## src/rtl/mse_pkg.sv

```systemverilog
// Package for the math-style UTF-8 encoder: style codes, code point bases,
// letterlike fill tables and the queue entry type. No dependencies.
`default_nettype none

package mse_pkg;

  localparam int CP_W = 21;

  localparam logic [3:0] MODE_NORMAL       = 4'd0;
  localparam logic [3:0] MODE_BOLD         = 4'd1;
  localparam logic [3:0] MODE_ITALIC       = 4'd2;
  localparam logic [3:0] MODE_BOLD_ITALIC  = 4'd3;
  localparam logic [3:0] MODE_SCRIPT       = 4'd4;
  localparam logic [3:0] MODE_BOLD_SCRIPT  = 4'd5;
  localparam logic [3:0] MODE_DOUBLE       = 4'd6;
  localparam logic [3:0] MODE_FRAKTUR      = 4'd7;
  localparam logic [3:0] MODE_BOLD_FRAKTUR = 4'd8;

  localparam logic [CP_W-1:0] BOLD_UPPER      = 21'h1D400;
  localparam logic [CP_W-1:0] BOLD_LOWER      = 21'h1D41A;
  localparam logic [CP_W-1:0] BOLD_DIGIT      = 21'h1D7CE;
  localparam logic [CP_W-1:0] ITALIC_UPPER    = 21'h1D434;
  localparam logic [CP_W-1:0] ITALIC_LOWER    = 21'h1D44E;
  localparam logic [CP_W-1:0] ITALIC_SMALL_H  = 21'h0210E;
  localparam logic [CP_W-1:0] BITALIC_UPPER   = 21'h1D468;
  localparam logic [CP_W-1:0] BITALIC_LOWER   = 21'h1D482;
  localparam logic [CP_W-1:0] BSCRIPT_UPPER   = 21'h1D4D0;
  localparam logic [CP_W-1:0] BSCRIPT_LOWER   = 21'h1D4EA;
  localparam logic [CP_W-1:0] DOUBLE_LOWER    = 21'h1D552;
  localparam logic [CP_W-1:0] DOUBLE_DIGIT    = 21'h1D7D8;
  localparam logic [CP_W-1:0] FRAKTUR_LOWER   = 21'h1D51E;
  localparam logic [CP_W-1:0] BFRAKTUR_UPPER  = 21'h1D56C;
  localparam logic [CP_W-1:0] BFRAKTUR_LOWER  = 21'h1D586;

  // Fill tables, entry 0 is letter A.
  localparam logic [0:25][CP_W-1:0] SCRIPT_UPPER = {
    21'h1D49C, 21'h0212C, 21'h1D49E, 21'h1D49F, 21'h02130, 21'h02131, 21'h1D4A2,
    21'h0210B, 21'h02110, 21'h1D4A5, 21'h1D4A6, 21'h02112, 21'h02133, 21'h1D4A9,
    21'h1D4AA, 21'h1D4AB, 21'h1D4AC, 21'h0211B, 21'h1D4AE, 21'h1D4AF, 21'h1D4B0,
    21'h1D4B1, 21'h1D4B2, 21'h1D4B3, 21'h1D4B4, 21'h1D4B5
  };
  localparam logic [0:25][CP_W-1:0] SCRIPT_LOWER = {
    21'h1D4B6, 21'h1D4B7, 21'h1D4B8, 21'h1D4B9, 21'h0212F, 21'h1D4BB, 21'h0210A,
    21'h1D4BD, 21'h1D4BE, 21'h1D4BF, 21'h1D4C0, 21'h1D4C1, 21'h1D4C2, 21'h1D4C3,
    21'h02134, 21'h1D4C5, 21'h1D4C6, 21'h1D4C7, 21'h1D4C8, 21'h1D4C9, 21'h1D4CA,
    21'h1D4CB, 21'h1D4CC, 21'h1D4CD, 21'h1D4CE, 21'h1D4CF
  };
  localparam logic [0:25][CP_W-1:0] DOUBLE_UPPER = {
    21'h1D538, 21'h1D539, 21'h02102, 21'h1D53B, 21'h1D53C, 21'h1D53D, 21'h1D53E,
    21'h0210D, 21'h1D540, 21'h1D541, 21'h1D542, 21'h1D543, 21'h1D544, 21'h02115,
    21'h1D546, 21'h02119, 21'h0211A, 21'h0211D, 21'h1D54A, 21'h1D54B, 21'h1D54C,
    21'h1D54D, 21'h1D54E, 21'h1D54F, 21'h1D550, 21'h02124
  };
  localparam logic [0:25][CP_W-1:0] FRAKTUR_UPPER = {
    21'h1D504, 21'h1D505, 21'h0212D, 21'h1D507, 21'h1D508, 21'h1D509, 21'h1D50A,
    21'h0210C, 21'h02111, 21'h1D50D, 21'h1D50E, 21'h1D50F, 21'h1D510, 21'h1D511,
    21'h1D512, 21'h1D513, 21'h1D514, 21'h0211C, 21'h1D516, 21'h1D517, 21'h1D518,
    21'h1D519, 21'h1D51A, 21'h1D51B, 21'h1D51C, 21'h02128
  };

  // One encoded character: up to four bytes, first byte in slot 0.
  typedef struct packed {
    logic [3:0][7:0] bytes;
    logic [1:0]      last_idx;
  } enc_t;

  typedef struct packed {
    logic empty;
    logic full;
  } q_stat_t;

endpackage

`default_nettype wire

```

## src/rtl/ascii_math_style_utf8_encoder_top.sv

```systemverilog
// With the queue empty, an accepted byte is registered in the front stage, pushed into
// the queue and registered by the back end onto the result ports. Each character has 1
// to 4 UTF-8 bytes, sent in turn through the single-byte result port of the back-end
// serializer; the queue absorbs the difference, letting the front stage accept meanwhile.
// Reset: synchronous, clears queue, front and back control and sets the style to normal.
// Results cannot be stalled; busy rises only while the queue and front stage are full.
`default_nettype none

module ascii_math_style_utf8_encoder_top import mse_pkg::*; #(
  parameter int QUEUE_DEPTH = 2
) (
  input  wire logic       clk,
  input  wire logic       rst,
  input  wire logic       start,
  output logic            busy,
  input  wire logic [7:0] in_byte,
  input  wire logic       style_we,
  input  wire logic [3:0] style_wdata,
  output logic            strobe,
  output logic [7:0]      out_byte,
  output logic            last_byte
);

  logic [3:0] style_mode;
  logic       push;
  logic       pop;
  enc_t       push_data;
  enc_t       head;
  q_stat_t    q_stat;

  always_ff @(posedge clk) begin
    if (rst) begin
      style_mode <= MODE_NORMAL;
    end else if (style_we) begin
      style_mode <= style_wdata;
    end
  end

  mse_front u_front (
    .clk        (clk),
    .rst        (rst),
    .start      (start),
    .in_byte    (in_byte),
    .style_mode (style_mode),
    .q_stat     (q_stat),
    .busy       (busy),
    .push       (push),
    .push_data  (push_data)
  );

  mse_fifo #(.DEPTH(QUEUE_DEPTH)) u_fifo (
    .clk       (clk),
    .rst       (rst),
    .push      (push),
    .push_data (push_data),
    .pop       (pop),
    .head      (head),
    .stat      (q_stat)
  );

  mse_back u_back (
    .clk       (clk),
    .rst       (rst),
    .head      (head),
    .q_stat    (q_stat),
    .pop       (pop),
    .strobe    (strobe),
    .out_byte  (out_byte),
    .last_byte (last_byte)
  );

endmodule

`default_nettype wire

```

## src/rtl/mse_front.sv

```systemverilog
// Front end: accepts input bytes, maps them to styled code points and
// encodes them into UTF-8 queue entries. Depends on mse_pkg.
`default_nettype none

module mse_front import mse_pkg::*; (
  input  wire logic       clk,
  input  wire logic       rst,
  input  wire logic       start,
  input  wire logic [7:0] in_byte,
  input  wire logic [3:0] style_mode,
  input  wire q_stat_t    q_stat,
  output logic            busy,
  output logic            push,
  output enc_t            push_data
);

  function automatic logic [CP_W-1:0] style_cp(input logic [7:0] c, input logic [3:0] m);
    logic           up;
    logic           lo;
    logic           dg;
    logic [4:0]     ai;
    logic [CP_W-1:0] di;
    logic [CP_W-1:0] aiw;
    logic [CP_W-1:0] cp;
    up  = (c >= 8'h41) && (c <= 8'h5A);
    lo  = (c >= 8'h61) && (c <= 8'h7A);
    dg  = (c >= 8'h30) && (c <= 8'h39);
    ai  = up ? 5'(c - 8'h41) : (lo ? 5'(c - 8'h61) : 5'd0);
    aiw = CP_W'(ai);
    di  = dg ? CP_W'(c[3:0]) : '0;
    cp  = CP_W'(c);
    case (m)
      MODE_BOLD: begin
        if (up) cp = BOLD_UPPER + aiw;
        else if (lo) cp = BOLD_LOWER + aiw;
        else if (dg) cp = BOLD_DIGIT + di;
      end
      MODE_ITALIC: begin
        if (up) cp = ITALIC_UPPER + aiw;
        else if (lo) cp = (c == 8'h68) ? ITALIC_SMALL_H : ITALIC_LOWER + aiw;
      end
      MODE_BOLD_ITALIC: begin
        if (up) cp = BITALIC_UPPER + aiw;
        else if (lo) cp = BITALIC_LOWER + aiw;
      end
      MODE_SCRIPT: begin
        if (up) cp = SCRIPT_UPPER[ai];
        else if (lo) cp = SCRIPT_LOWER[ai];
      end
      MODE_BOLD_SCRIPT: begin
        if (up) cp = BSCRIPT_UPPER + aiw;
        else if (lo) cp = BSCRIPT_LOWER + aiw;
      end
      MODE_DOUBLE: begin
        if (up) cp = DOUBLE_UPPER[ai];
        else if (lo) cp = DOUBLE_LOWER + aiw;
        else if (dg) cp = DOUBLE_DIGIT + di;
      end
      MODE_FRAKTUR: begin
        if (up) cp = FRAKTUR_UPPER[ai];
        else if (lo) cp = FRAKTUR_LOWER + aiw;
      end
      MODE_BOLD_FRAKTUR: begin
        if (up) cp = BFRAKTUR_UPPER + aiw;
        else if (lo) cp = BFRAKTUR_LOWER + aiw;
      end
      default: cp = CP_W'(c);
    endcase
    return cp;
  endfunction

  logic            front_valid;
  logic            front_valid_next;
  logic [CP_W-1:0] cp;
  logic            raw;
  logic            accept;
  logic            advance;

  assign advance = front_valid && !q_stat.full;
  assign busy    = front_valid && q_stat.full;
  assign accept  = start && !busy;
  assign push    = advance;

  always_comb begin
    front_valid_next = front_valid;
    if (accept) front_valid_next = 1'b1;
    else if (advance) front_valid_next = 1'b0;
  end

  always_ff @(posedge clk) begin
    if (rst) begin
      front_valid <= 1'b0;
    end else begin
      front_valid <= front_valid_next;
    end
  end

  // Normal mode, unused codes and non-ASCII bytes pass through as one byte.
  always_ff @(posedge clk) begin
    if (accept) begin
      raw <= (style_mode == MODE_NORMAL) || (style_mode > MODE_BOLD_FRAKTUR) || in_byte[7];
      cp  <= style_cp(in_byte, style_mode);
    end
  end

  always_comb begin
    push_data.bytes    = '0;
    push_data.last_idx = 2'd0;
    if (raw || cp <= 21'h7F) begin
      push_data.bytes[0] = cp[7:0];
    end else if (cp <= 21'h7FF) begin
      push_data.bytes[0] = {3'b110, cp[10:6]};
      push_data.bytes[1] = {2'b10, cp[5:0]};
      push_data.last_idx = 2'd1;
    end else if (cp <= 21'hFFFF) begin
      push_data.bytes[0] = {4'b1110, cp[15:12]};
      push_data.bytes[1] = {2'b10, cp[11:6]};
      push_data.bytes[2] = {2'b10, cp[5:0]};
      push_data.last_idx = 2'd2;
    end else begin
      push_data.bytes[0] = {5'b11110, cp[20:18]};
      push_data.bytes[1] = {2'b10, cp[17:12]};
      push_data.bytes[2] = {2'b10, cp[11:6]};
      push_data.bytes[3] = {2'b10, cp[5:0]};
      push_data.last_idx = 2'd3;
    end
  end

endmodule

`default_nettype wire

```

## src/rtl/mse_fifo.sv

```systemverilog
// Short queue of encoded characters between front and back end.
// Depends on mse_pkg for the entry and status types.
`default_nettype none

module mse_fifo import mse_pkg::*; #(
  parameter int DEPTH = 2
) (
  input  wire logic clk,
  input  wire logic rst,
  input  wire logic push,
  input  wire enc_t push_data,
  input  wire logic pop,
  output enc_t      head,
  output q_stat_t   stat
);

  localparam int PTR_W = (DEPTH > 1) ? $clog2(DEPTH) : 1;
  localparam int CNT_W = $clog2(DEPTH + 1);

  enc_t             mem [DEPTH];
  logic [PTR_W-1:0] wr_ptr;
  logic [PTR_W-1:0] rd_ptr;
  logic [CNT_W-1:0] count;
  logic             do_push;
  logic             do_pop;

  assign stat.empty = (count == '0);
  assign stat.full  = (count == CNT_W'(DEPTH));
  assign do_push    = push && !stat.full;
  assign do_pop     = pop && !stat.empty;
  assign head       = mem[rd_ptr];

  always_ff @(posedge clk) begin
    if (rst) begin
      wr_ptr <= '0;
      rd_ptr <= '0;
      count  <= '0;
    end else begin
      if (do_push) wr_ptr <= (wr_ptr == PTR_W'(DEPTH - 1)) ? '0 : wr_ptr + 1'b1;
      if (do_pop) rd_ptr <= (rd_ptr == PTR_W'(DEPTH - 1)) ? '0 : rd_ptr + 1'b1;
      if (do_push && !do_pop) count <= count + 1'b1;
      else if (do_pop && !do_push) count <= count - 1'b1;
    end
  end

  always_ff @(posedge clk) begin
    if (do_push) mem[wr_ptr] <= push_data;
  end

endmodule

`default_nettype wire

```

## src/rtl/mse_back.sv

```systemverilog
// Back end: serializes the queue head one UTF-8 byte per cycle onto the
// registered result ports. Depends on mse_pkg.
`default_nettype none

module mse_back import mse_pkg::*; (
  input  wire logic    clk,
  input  wire logic    rst,
  input  wire enc_t    head,
  input  wire q_stat_t q_stat,
  output logic         pop,
  output logic         strobe,
  output logic [7:0]   out_byte,
  output logic         last_byte
);

  logic [1:0] idx;
  logic       emit;
  logic       is_last;

  assign emit    = !q_stat.empty;
  assign is_last = (idx == head.last_idx);
  assign pop     = emit && is_last;

  always_ff @(posedge clk) begin
    if (rst) begin
      idx    <= 2'd0;
      strobe <= 1'b0;
    end else begin
      strobe <= emit;
      // advance through the entry, rewind once its last byte goes out
      if (emit) idx <= is_last ? 2'd0 : idx + 2'd1;
    end
  end

  always_ff @(posedge clk) begin
    out_byte  <= head.bytes[idx];
    last_byte <= is_last;
  end

endmodule

`default_nettype wire

```

## config.mk

```make
export PLATFORM = sky130hd
export DESIGN_NAME = ascii_math_style_utf8_encoder_top
export DESIGN_NICKNAME = d
export VERILOG_FILES = /design/src/rtl/mse_pkg.sv /design/src/rtl/ascii_math_style_utf8_encoder_top.sv /design/src/rtl/mse_front.sv /design/src/rtl/mse_fifo.sv /design/src/rtl/mse_back.sv
export SDC_FILE = /design/constraint.sdc
export NUM_CORES = 1
export LEC_CHECK = 0
export BUFFER_PORTS_ARGS = -buffer_cell sky130_fd_sc_hd__buf_4
export CORE_UTILIZATION = 45
export CTS_CLUSTER_DIAMETER = 30
export CTS_CLUSTER_SIZE = 12
export DETAILED_ROUTE_END_ITERATION = 8
export GPL_TIMING_DRIVEN = 0
export PLACE_DENSITY = 0.68
export SETUP_SLACK_MARGIN = 0.05
export SLEW_MARGIN = 40
export SYNTH_ARGS = -nofsm -noshare
export SYNTH_HDL_FRONTEND = slang
export SYNTH_SLANG_ARGS = --single-unit
```

## constraint.sdc

```tcl
create_clock -name clk -period 8.8 [get_ports clk]
set_input_delay 0.44 -clock clk [delete_from_list [all_inputs] [get_ports clk]]
set_output_delay 0.44 -clock clk [all_outputs]
set_load 0.005 [all_outputs]
```

# Word-level counts from Yosys, hierarchy flattened
# Memories as Yosys holds them, arrays and structs flattened. A register that Yosys moved wholly into a read port is not among the register bits.
# Index checks and enable logic that the tools add are counted.
classes:
  div: 0
  n_addsub: 21
  mux: 51
  n_lt_le_gt_ge: 12
  mul: 0
  n_shift: 0
  bitwise_logic: 1
  n_reduce_logical: 23
  n_eq_ne: 11
ops:
  columns: ["operator", "count"]
  rows:
  - ["21-bit 2-to-1 mux", 23]
  - ["17-bit by 5-bit adder with 18-bit output (first input constant)", 12]
  - ["21-bit one-hot mux with 8 select lines", 1]
  - ["18-bit 2-to-1 mux", 5]
  - ["24-bit 2-to-1 mux", 2]
  - ["17-bit by 21-bit adder with 21-bit output (first input constant)", 2]
  - ["8-bit 2-to-1 mux", 3]
  - ["21-bit by 11-bit less-or-equal comparator with 1-bit output (second input constant)", 1]
  - ["21-bit by 16-bit less-or-equal comparator with 1-bit output (second input constant)", 1]
  - ["21-bit by 7-bit less-or-equal comparator with 1-bit output (second input constant)", 1]
  - ["8-bit binary-select mux with 2-bit select", 1]
  - ["4-bit by 3-bit == test with 1-bit output (second input constant)", 4]
  - ["8-bit by 7-bit >= comparator with 1-bit output (second input constant)", 2]
  - ["8-bit by 7-bit less-or-equal comparator with 1-bit output (second input constant)", 2]
  - ["16-bit 2-to-1 mux", 1]
  - ["1-bit logical AND", 11]
  - ["5-bit 2-to-1 mux", 2]
  - ["5-bit by 1-bit subtractor with 5-bit output (second input constant)", 2]
  - ["4-bit by 2-bit == test with 1-bit output (second input constant)", 2]
  - ["8-bit by 7-bit == test with 1-bit output (second input constant)", 1]
  - ["8-bit by 6-bit >= comparator with 1-bit output (second input constant)", 1]
  - ["8-bit by 6-bit less-or-equal comparator with 1-bit output (second input constant)", 1]
  - ["1-bit 2-to-1 mux", 8]
  - ["2-bit 2-to-1 mux", 4]
  - ["other kinds (17)", 26]
totals:
  ff_bits: 43
  mem_bits_rw: 68
  in_bits: 16
  latchBits: 0
  word_cells: 135
  out_inout_bits: 11
  mem_bits_ro: 2688
  memories: 5
mem_list:
  columns: ["name", "depth", "width", "rd", "rd_ports_with_merged_regs", "wr", "line", "rtl"]
  rows:
  - ["(name not given)", 32, 21, 1, 0, 0, "mse_front.sv:60", "if (up) cp = FRAKTUR_UPPER[ai];"]
  - ["(name not given)", 32, 21, 1, 0, 0, "mse_front.sv:55", "if (up) cp = DOUBLE_UPPER[ai];"]
  - ["(name not given)", 32, 21, 1, 0, 0, "mse_front.sv:47", "if (up) cp = SCRIPT_UPPER[ai];"]
  - ["(name not given)", 32, 21, 1, 0, 0, "mse_front.sv:48", "else if (lo) cp = SCRIPT_LOWER[ai];"]
  - ["u_fifo.mem", 2, 34, 1, 1, 1, "mse_fifo.sv:20", "enc_t mem [DEPTH];"]

# Depth between registers and ports, before layout
# Gate-level depths: netlist of the first run.
depth:
  depth_word: 11
  ltp_mapped: 20
  mapped_depth_nobuf: 16

# Cells and area by module
# Synthesis of the first run repeated with hierarchy kept, for this count alone.
unflattened:
  cells_unflattened: 766
  hier_area_um2: 7269.5
modules_own_cells:
  columns: ["mod", "cells_per_inst", "instances", "area_per_inst_um2", "seq_area_each_um2"]
  rows:
  - ["mse_front", 585, 1, 3928.8, 410.4]
  - ["mse_fifo", 131, 1, 2667.6, 2142.1]
  - ["mse_back", 37, 1, 533.0, 240.2]
  - ["ascii_math_style_utf8_encoder_top", 13, 1, 140.1, 80.1]

# Least setup slack after synthesis of the first run
# OpenSTA, ideal clock, no wires.
synth_path:
  path_type: "in2reg"
  startpoint: "input port in_byte[0]"
  endpoint: "register u_front.cp[13] (data pin)"
  t_arrival_ns: 3.724
  path_slack_ns: 4.795
  t_required_ns: 8.519
  path_stages: 20
  path_buffers: 4
  setup_ns: 0.281
  cell_sequence: "buf_2 -> buf_1 -> inv_1 -> ha_1 -> nor3b_2 -> a21boi_2 -> nand2_1 -> clkbuf_1 -> nor2_1 -> inv_1 -> ha_1 -> buf_1 -> nand2b_1 -> a22oi_1 -> o22ai_1 -> nand3_1 -> nand2_1 -> nor3_1 -> o22a_1 -> o311ai_0"
synth_via:
  elab_chain_cells: 11
  elab_cells_between_ends: 62
  cone_classes: "add/sub (16); order compare (6); eq/ne (1); mux (31); bitwise (1); reduce/logical (3); memory (4)"
synth_lines:
  columns: ["item", "line", "rtl"]
  rows:
  - ["from (decl)", "ascii_math_style_utf8_encoder_top.sv:16", "input wire logic [7:0] in_byte,"]
  - ["8-bit by 7-bit >= comparator with 1-bit output or 8-bit by 7-bit less-or-equal comparator with 1-bit output (tied branches)", "mse_front.sv:26", "lo = (c >= 8'h61) && (c <= 8'h7A);"]
  - ["1-bit logical AND", "mse_front.sv:26", null]
  - ["5-bit 2-to-1 mux (2 in series)", "mse_front.sv:28", "ai = up ? 5'(c - 8'h41) : (lo ? 5'(c - 8'h61) : 5'd0);"]
  - ["5-bit inverter with 6-bit output (implied by the code)", null, null]
  - ["memory read 32 x 21 bit", null, null]
  - ["21-bit 2-to-1 mux (implied by the code) (2 in series)", "mse_front.sv:48", null]
  - ["21-bit 2-to-1 mux", "mse_front.sv:48", null]
  - ["21-bit 2-to-1 mux", "mse_front.sv:47", null]
  - ["21-bit one-hot mux with 8 select lines *", "mse_front.sv:32", "case (m)"]
  - ["to (signal assigned)", "mse_front.sv:102", "cp <= style_cp(in_byte, style_mode);"]
  - ["to (decl)", "mse_front.sv:74", "logic [CP_W-1:0] cp;"]
# Every way passes the cells marked *; elsewhere a longest branch is shown, timed or not. The select of a mux whose other input is x is not followed.
# A chain may end at the register's enable or synchronous reset.

# Worst setup path in the final report of the first run
layout_path:
  startpoint: "input port in_byte[0]"
  endpoint: "register u_front.cp[7] (data pin)"
# The elaborated chain is that of the path after synthesis.

==> reports/qor.txt, run 1 <==
Sink Count: 95
Area Overhead vs Synth: 11.4%
Initial Util: 46.7%
Clock Latency Late Sink: 0.33 ns
sequential share of power: 39.9%
flop2flop setup slack: 5.73 ns
Post-DP Area: 0.00736 mm²
drt total wl: 26.5 mm
final core utilization: 52.0%
post-synthesis async set-or-reset flop share: 0%
WL/cell: 26.6 µm
GPL Wtd Cong: 1.05
Setup crit end: u_front.cp[7]
HPWL Detailed: 19.9 mm
Final Critical Period: 5.92 ns
vias in the first global route: 6538
most common cell after layout, fill and taps aside: nor2_1
RSZ-0062 raised after global routing: no
num rows: 44
HP Start: rst
Clock Skews: 0.00569 ns
clock power share: 26.8%
CP Data Arrival Time: 6.00 ns
Antenna Diode Count: 0
GR Overflow Total: 0
CTS Buf Count: 9
total of max-cap violations: 0
Final #Nets: 844
root buffer cell: clkbuf_16
Setup crit end kind: flip-flop
DRT antenna net count: 0
largest net degree at the start of global routing: 31
fin crit share: 67.3%
Clock Tree Buf Depth: 2
Slew @ Worst Pin: 0.819 ns
synthesized flop and latch total: 95
drc violations: 0
ys flop type: edfxtp_1
1st-iter DRT viols: 937
Final Hold Fails: 0
RR Startpoint: style_mode[1]
post-synthesis cell area: 0.00689 mm²
DR vias/cell: 6.76
TritonCTS clock tree: done
CP startpoint kind: input port
cell area power density: 198 mW/mm²
switching share of power: 32.4%
status: finished clean
Comb power frac: 33.4%
EDFF count, synth: 73
P_int: 1.03 mW
Yosys warnings: 0
Die ar.: 0.0158 mm²
fillers: 1397
Max-Slew Margin vs Limit: 45.4%
Worst-path clk slew: 0.06 ns
VDD IR-drop max: 101 µV
Worst setup startpoint: in_byte[0]
number of I/O port buffers: 23
maximum clock rate: 169 MHz
final setup fails: 0
sequential element share of the synthesized area: 38.2%
Final TNS setup: 0 ns
layout cell share with drive strength beyond 1: 13.0%
P_sw: 0.492 mW
1st-pass router iterations: 7
most frequent cells in the layout: nor2_1 (76), edfxtp_1 (73), nand2_1 (72), a21oi_1 (72), o21ai_0 (57)
sequential cell area: 0.00263 mm²
Die Wd: 126 µm
first-pass GRT wire length: 39.1 mm
CP Max Fanout: 10
initial antenna violation count: 0
Syn Inst Count: 774
# IOs: 27
reg2reg end: u_front.cp[2]
Final Max Tran Viols: 0
# resized after CTS: 0
syn_area_per_cell: 8.90 µm²
via count: 6746
final instance area: 0.00768 mm²
core area: 0.0148 mm²
CTS Hold Bufs: 0
Register-to-Register Path Depth: 9
GR Util All Layers: 33.3%
H-tree depth: 3
post-CTS setup buffer count: 0
Multi-input gate area: 0.00395 mm²
height of the chip: 126 µm
Netlist cell types: 79
leakage power: 2.67 nW
Crit Path Category: in2reg
WP data required: 8.88 ns
Hold/Removal Path Class: in2reg
Synthesized Nets: 809
## through the flow
step	power (mW)	setup WS [ns]	instances	hold WS (ns)
finish	1.52	2.88	998	0.304
global route	1.58	2.77	998	0.304
CTS	1.52	3.18	998	0.294
detailed placement	1.11	2.77	982	0.496
global placement	1.09	2.66	981	0.485
floorplan	0.927	4.80	774	0.472
## cell type report
cell class	count	area share, %
Tap cell	184	3.00
Buffer	66	3.80
Timing Repair Buffer	24	2.61
Clock inverter	6	1.19
Sequential cell	95	34.3
Multi-Input combinational cell	598	51.4
Inverter	15	0.733
Clock buffer	10	2.98
## sequential cells by signal, summed over array words and instances, names as in the netlist, named ones only
signal / flops
u_back.out_byte: 8
u_front.front_valid: 1
u_fifo.count: 2
u_fifo.rd_ptr: 1
u_fifo.mem: 60
u_back.idx: 2
u_back.strobe: 1
u_front.raw: 1
u_fifo.wr_ptr: 1
u_back.last_byte: 1
style_mode: 4
u_front.cp: 12
## synthesized netlist by cell type, types with 6 or more instances
cell type	count	area [µm²]
a211oi_1	10	75.1
a21o_1	6	45.0
a21oi_1	72	360
a221oi_1	7	61.3
a22oi_1	7	52.6
a31oi_1	15	93.8
and2_1	7	43.8
buf_1	6	22.5
buf_2	16	80.1
clkbuf_1	40	150
dfxtp_1	22	440
edfxtp_1	73	2190
ha_1	19	238
inv_1	15	56.3
mux2_2	8	90.1
mux2i_1	12	120
mux4_2	13	293
nand2_1	72	270
nand2b_1	15	93.8
nand3_1	24	120
nor2_1	77	289
nor2b_1	13	81.3
nor3_1	28	140
o211ai_1	8	60.1
o21ai_0	57	285
or3_1	7	43.8
xnor2_1	13	114
xor2_1	9	78.8
## layer usage
layer | track usage [%] | share of wire [%] | up-vias
met5 | 0 | 0 | -
met4 | 21.8 | 6.9 | 0
li1 | - | - | 2966
met3 | 5.40 | 8.8 | 120
met2 | 55.9 | 47 | 466
met1 | 39.7 | 37 | 3194
## power groups by stage
stage               Clock (mW)  Combinational [mW]  Sequential [mW]
global placement             0               0.483            0.610
global route             0.429               0.540            0.613
floorplan                    0               0.321            0.606
finish                   0.407               0.507            0.605
detailed placement           0               0.498            0.613
CTS                      0.411               0.501            0.605
## worst max-delay path, stage by stage
cell and delay, ns:
buf_4 0.09, buf_2 0.23, buf_1 0.46, inv_1 0.31, ha_1 0.38, nand2b_1 0.26
o41ai_2 0.11, nor2_1 0.39, clkbuf_1 0.61, nand2_1 0.36, inv_1 0.25, ha_1 0.19
clkbuf_1 0.42, inv_1 0.26, a21oi_1 0.21, a21oi_1 0.06, o22ai_1 0.31, a21oi_1 0.16
o31a_1 0.27, o22a_1 0.21
## logic make-up after synthesis
family | count (synthesis) | share of synthesized area [%]
AOI/OAI and AO/OA | 247 | 23.0
xor gates and xnor gates | 24 | 3.43
adders and majority gates | 19 | 3.45
buffers and inverters | 81 | 5.03
DFF | 95 | 38.2
muxes | 34 | 7.46
and+or+nand+nor | 274 | 19.4
## worst min-delay path by stage
stage / endpoint / slack (ns) / depth (start not counted)
final: u_fifo.count[1] / 0.30 / 2
after global routing: u_back.idx[1] / 0.30 / 2
after CTS: u_fifo.count[1] / 0.29 / 2
after detailed placement: u_fifo.rd_ptr / 0.50 / 2
after global placement: u_fifo.rd_ptr / 0.48 / 2
after floorplan: flip-flop / 0.47 / 2
Note: power is estimated with default switching activity, not from simulation.
==> run 2: changes to the inputs <==
Settings changed: PLACE_DENSITY 0.68 to 0.7.
Clock period 8.8 ns to 5.3 ns, I/O delays scaled along.
==> run 2 against run 1 <==
Wire length shrank 8.0%; flip-flop and latch count unchanged; register-to-register slack worse by 3.5 ns; final area fell by 0.49%; via count decreased by 2.0%; sequential power grew 65%; core utilization fell by 0.25 points; total power increased by 59%; critical path type unchanged; global-route usage fell by 2.1 points; highest routed layer unchanged; combinational power up 60%; count of clock-buffer cells in the layout increased by 2; worst setup slack got worse by 2.5 ns.
==> reports/qor.txt, run 2 (synthesis results as in run 1) <==
vias in the first global route: 6295 (-3.7%)
WL/cell: 24.5 µm (-7.9%)
CP Data Arrival Time: 5.03 ns (-0.97 ns)
CP cell instances: buf_4 -> buf_6 -> clkbuf_1 -> inv_1 -> ha_1 -> nand2b_1 -> o41ai_2 -> nor2_1 -> clkbuf_2 -> nand2_1 -> inv_1 -> ha_1 -> clkbuf_1 -> inv_1 -> a21oi_1 -> a21oi_1 -> o22ai_1 -> a21oi_1 -> o31a_1 -> o22a_1
Buffers & Inverters on Critical Path: 8 (unchanged)
Worst setup startpoint: in_byte[1]
Die ar.: 0.0158 mm² (unchanged)
maximum clock rate: 202 MHz
height of the chip: 126 µm (unchanged)
# IOs: 27 (unchanged)
core area: 0.0148 mm² (unchanged)
H-tree depth: 3 (unchanged)
drc violations: 0 (unchanged)
wire length on met2: 10.9 mm (-13%)
HPWL Detailed: 18.0 mm (-9.7%)
setup slack after layout: 0.353 ns (-2.52 ns)
Final Hold Fails: 0 (unchanged)
first-pass GRT wire length: 37.3 mm (-4.8%)
cell family with most CP delay: buffers and inverters
status: finished clean
CTS Hold Bufs: 0 (unchanged)
Hold/Removal Path Class: in2reg
Initial Util: 46.7% (unchanged)
post-CTS setup buffer count: 0 (unchanged)
GR Util All Layers: 31.2% (-2.1 points)
HP Start: rst
cell area power density: 316 mW/mm² (+60%)
Final Max Tran Viols: 0 (unchanged)
Clock Latency Late Sink: 0.33 ns (about the same)
final setup fails: 0 (unchanged)
Place WS: -0.0523 ns (-2.83 ns)
Worst-path clk slew: 0.06 ns (about the same)
1st-iter DRT viols: 983 (+4.9%)
Clock Tree Buf Depth: 2 (unchanged)
RR Startpoint: style_mode[2]
final core utilization: 51.8% (-0.25 points)
number of I/O port buffers: 23 (unchanged)
most common cell after layout, fill and taps aside: nor2_1
root buffer cell: clkbuf_16
largest net degree at the start of global routing: 31 (unchanged)
Max-Slew Margin vs Limit: 38.1% (-7.3 points)
max reg flops: 60 (unchanged)
# resized after CTS: 0 (unchanged)
WL met1: 9.73 mm (-1.1%)
VDD IR-drop max: 159 µV (+57%)
GR Overflow Total: 0 (unchanged)
Final Critical Period: 4.95 ns
CTS Buf Count: 9 (unchanged)
RSZ-0062 raised after global routing: no
TritonCTS clock tree: done
total of max-cap violations: 0 (unchanged)
via count: 6611 (-2.0%)
fillers: 1420 (+1.6%)
largest reg by FF count: u_fifo.mem
CP startpoint kind: input port
layout cell share with drive strength beyond 1: 12.9% (-0.11 points)
GPL Wtd Cong: 1.03 (-2.2%)
Crit Path Category: in2reg
num rows: 44 (unchanged)
Slew @ Worst Pin: 0.922 ns (+0.103 ns)
WP data required: 5.38 ns (-3.50 ns)
DR top layer: met4
leakage power: 2.65 nW (-0.80%)
Area Overhead vs Synth: 10.9%
DR vias/cell: 6.63 (-1.9%)
top flop regs: u_fifo.mem (60), u_front.cp (12), u_back.out_byte (8)
Clock Skews: 0.00637 ns (+0.000684 ns)
Slowest-stage cell, CP: clkbuf_1
drt total wl: 24.4 mm (-8.0%)
Setup crit end kind: flip-flop
Die Wd: 126 µm (unchanged)
Final #Nets: 843 (-0.12%)
Antenna Diode Count: 0 (unchanged)
initial antenna violation count: 0 (unchanged)
DRT antenna net count: 0 (unchanged)
flop2flop setup slack: 2.23 ns (-3.50 ns)
CP peak stage delay: 0.55 ns (-0.06 ns)
1st-pass router iterations: 6 (-1)
fin crit share: 93.3%
WL met3: 1.90 mm (-19%)
Sink Count: 95 (unchanged)
CP Max Fanout: 10 (unchanged)
most frequent cells in the layout: nor2_1 (75), edfxtp_1 (73), nand2_1 (72), a21oi_1 (72), o21ai_0 (57)
## run 2: changes by cell type in the layout (fill, tap and decap cells not counted), sizes merged
cell,previous run,this run
clkbuf,50,52
buf,50,49
clkinvlp,0,1
inv,17,15
bufinv,2,1
## run 2: worst register-to-register path, delay by kind of cell, from the launching register on
kind / cells / cell delay [ns]
AO/OA/AOI/OAI: 6 / 1.71
buffers and inverters: 2 / 0.78
flip-flops: 1 / 0.31
## run 2: report_power, final
group,switching (mW),internal (mW)
clock network,0.242,0.363
registers,0.0505,0.947
logic,0.472,0.341
## run 2: worst paths after layout
| path | end | depth (start not counted) |
|---|---|---|
| hold / removal | u_back.idx[0] | 2 |
| hold reg to reg | u_fifo.rd_ptr | 2 |
| setup / recovery | u_front.cp[7] | 20 |
| setup reg to reg | u_front.cp[0] | 8 |
## run 2: layer usage
metal  track usage, %  vias up
li1                 -     2965
met1             39.3     3093
met2             49.0      421
met3             4.76      132
met4             22.8        0
met5                0        -
## run 2: cell type report
type | count | area [µm²] | area share, %
buffer | 65 | 289 | 3.78
inverter | 15 | 56.3 | 0.737
tap | 184 | 230 | 3.01
clock inverter | 4 | 46.3 | 0.606
clock buffer | 12 | 236 | 3.09
multi-input combinational | 598 | 3950 | 51.7
timing repair buffer | 24 | 200 | 2.62
sequential | 95 | 2630 | 34.5
## run 2: metrics by stage
stage / instances / instance area [µm²] / hold slack [ns] / power (mW) / setup TNS (ns)
after floorplan: 774 / 6890 / 0.334 / 1.54 / 0
after global placement: 981 / 7290 / 0.456 / 1.80 / -0.153
after detailed placement: 982 / 7360 / 0.459 / 1.81 / -0.0523
after CTS: 998 / 7640 / 0.109 / 2.42 / 0
after global routing: 997 / 7640 / 0.109 / 2.54 / 0
final: 997 / 7640 / 0.114 / 2.42 / 0
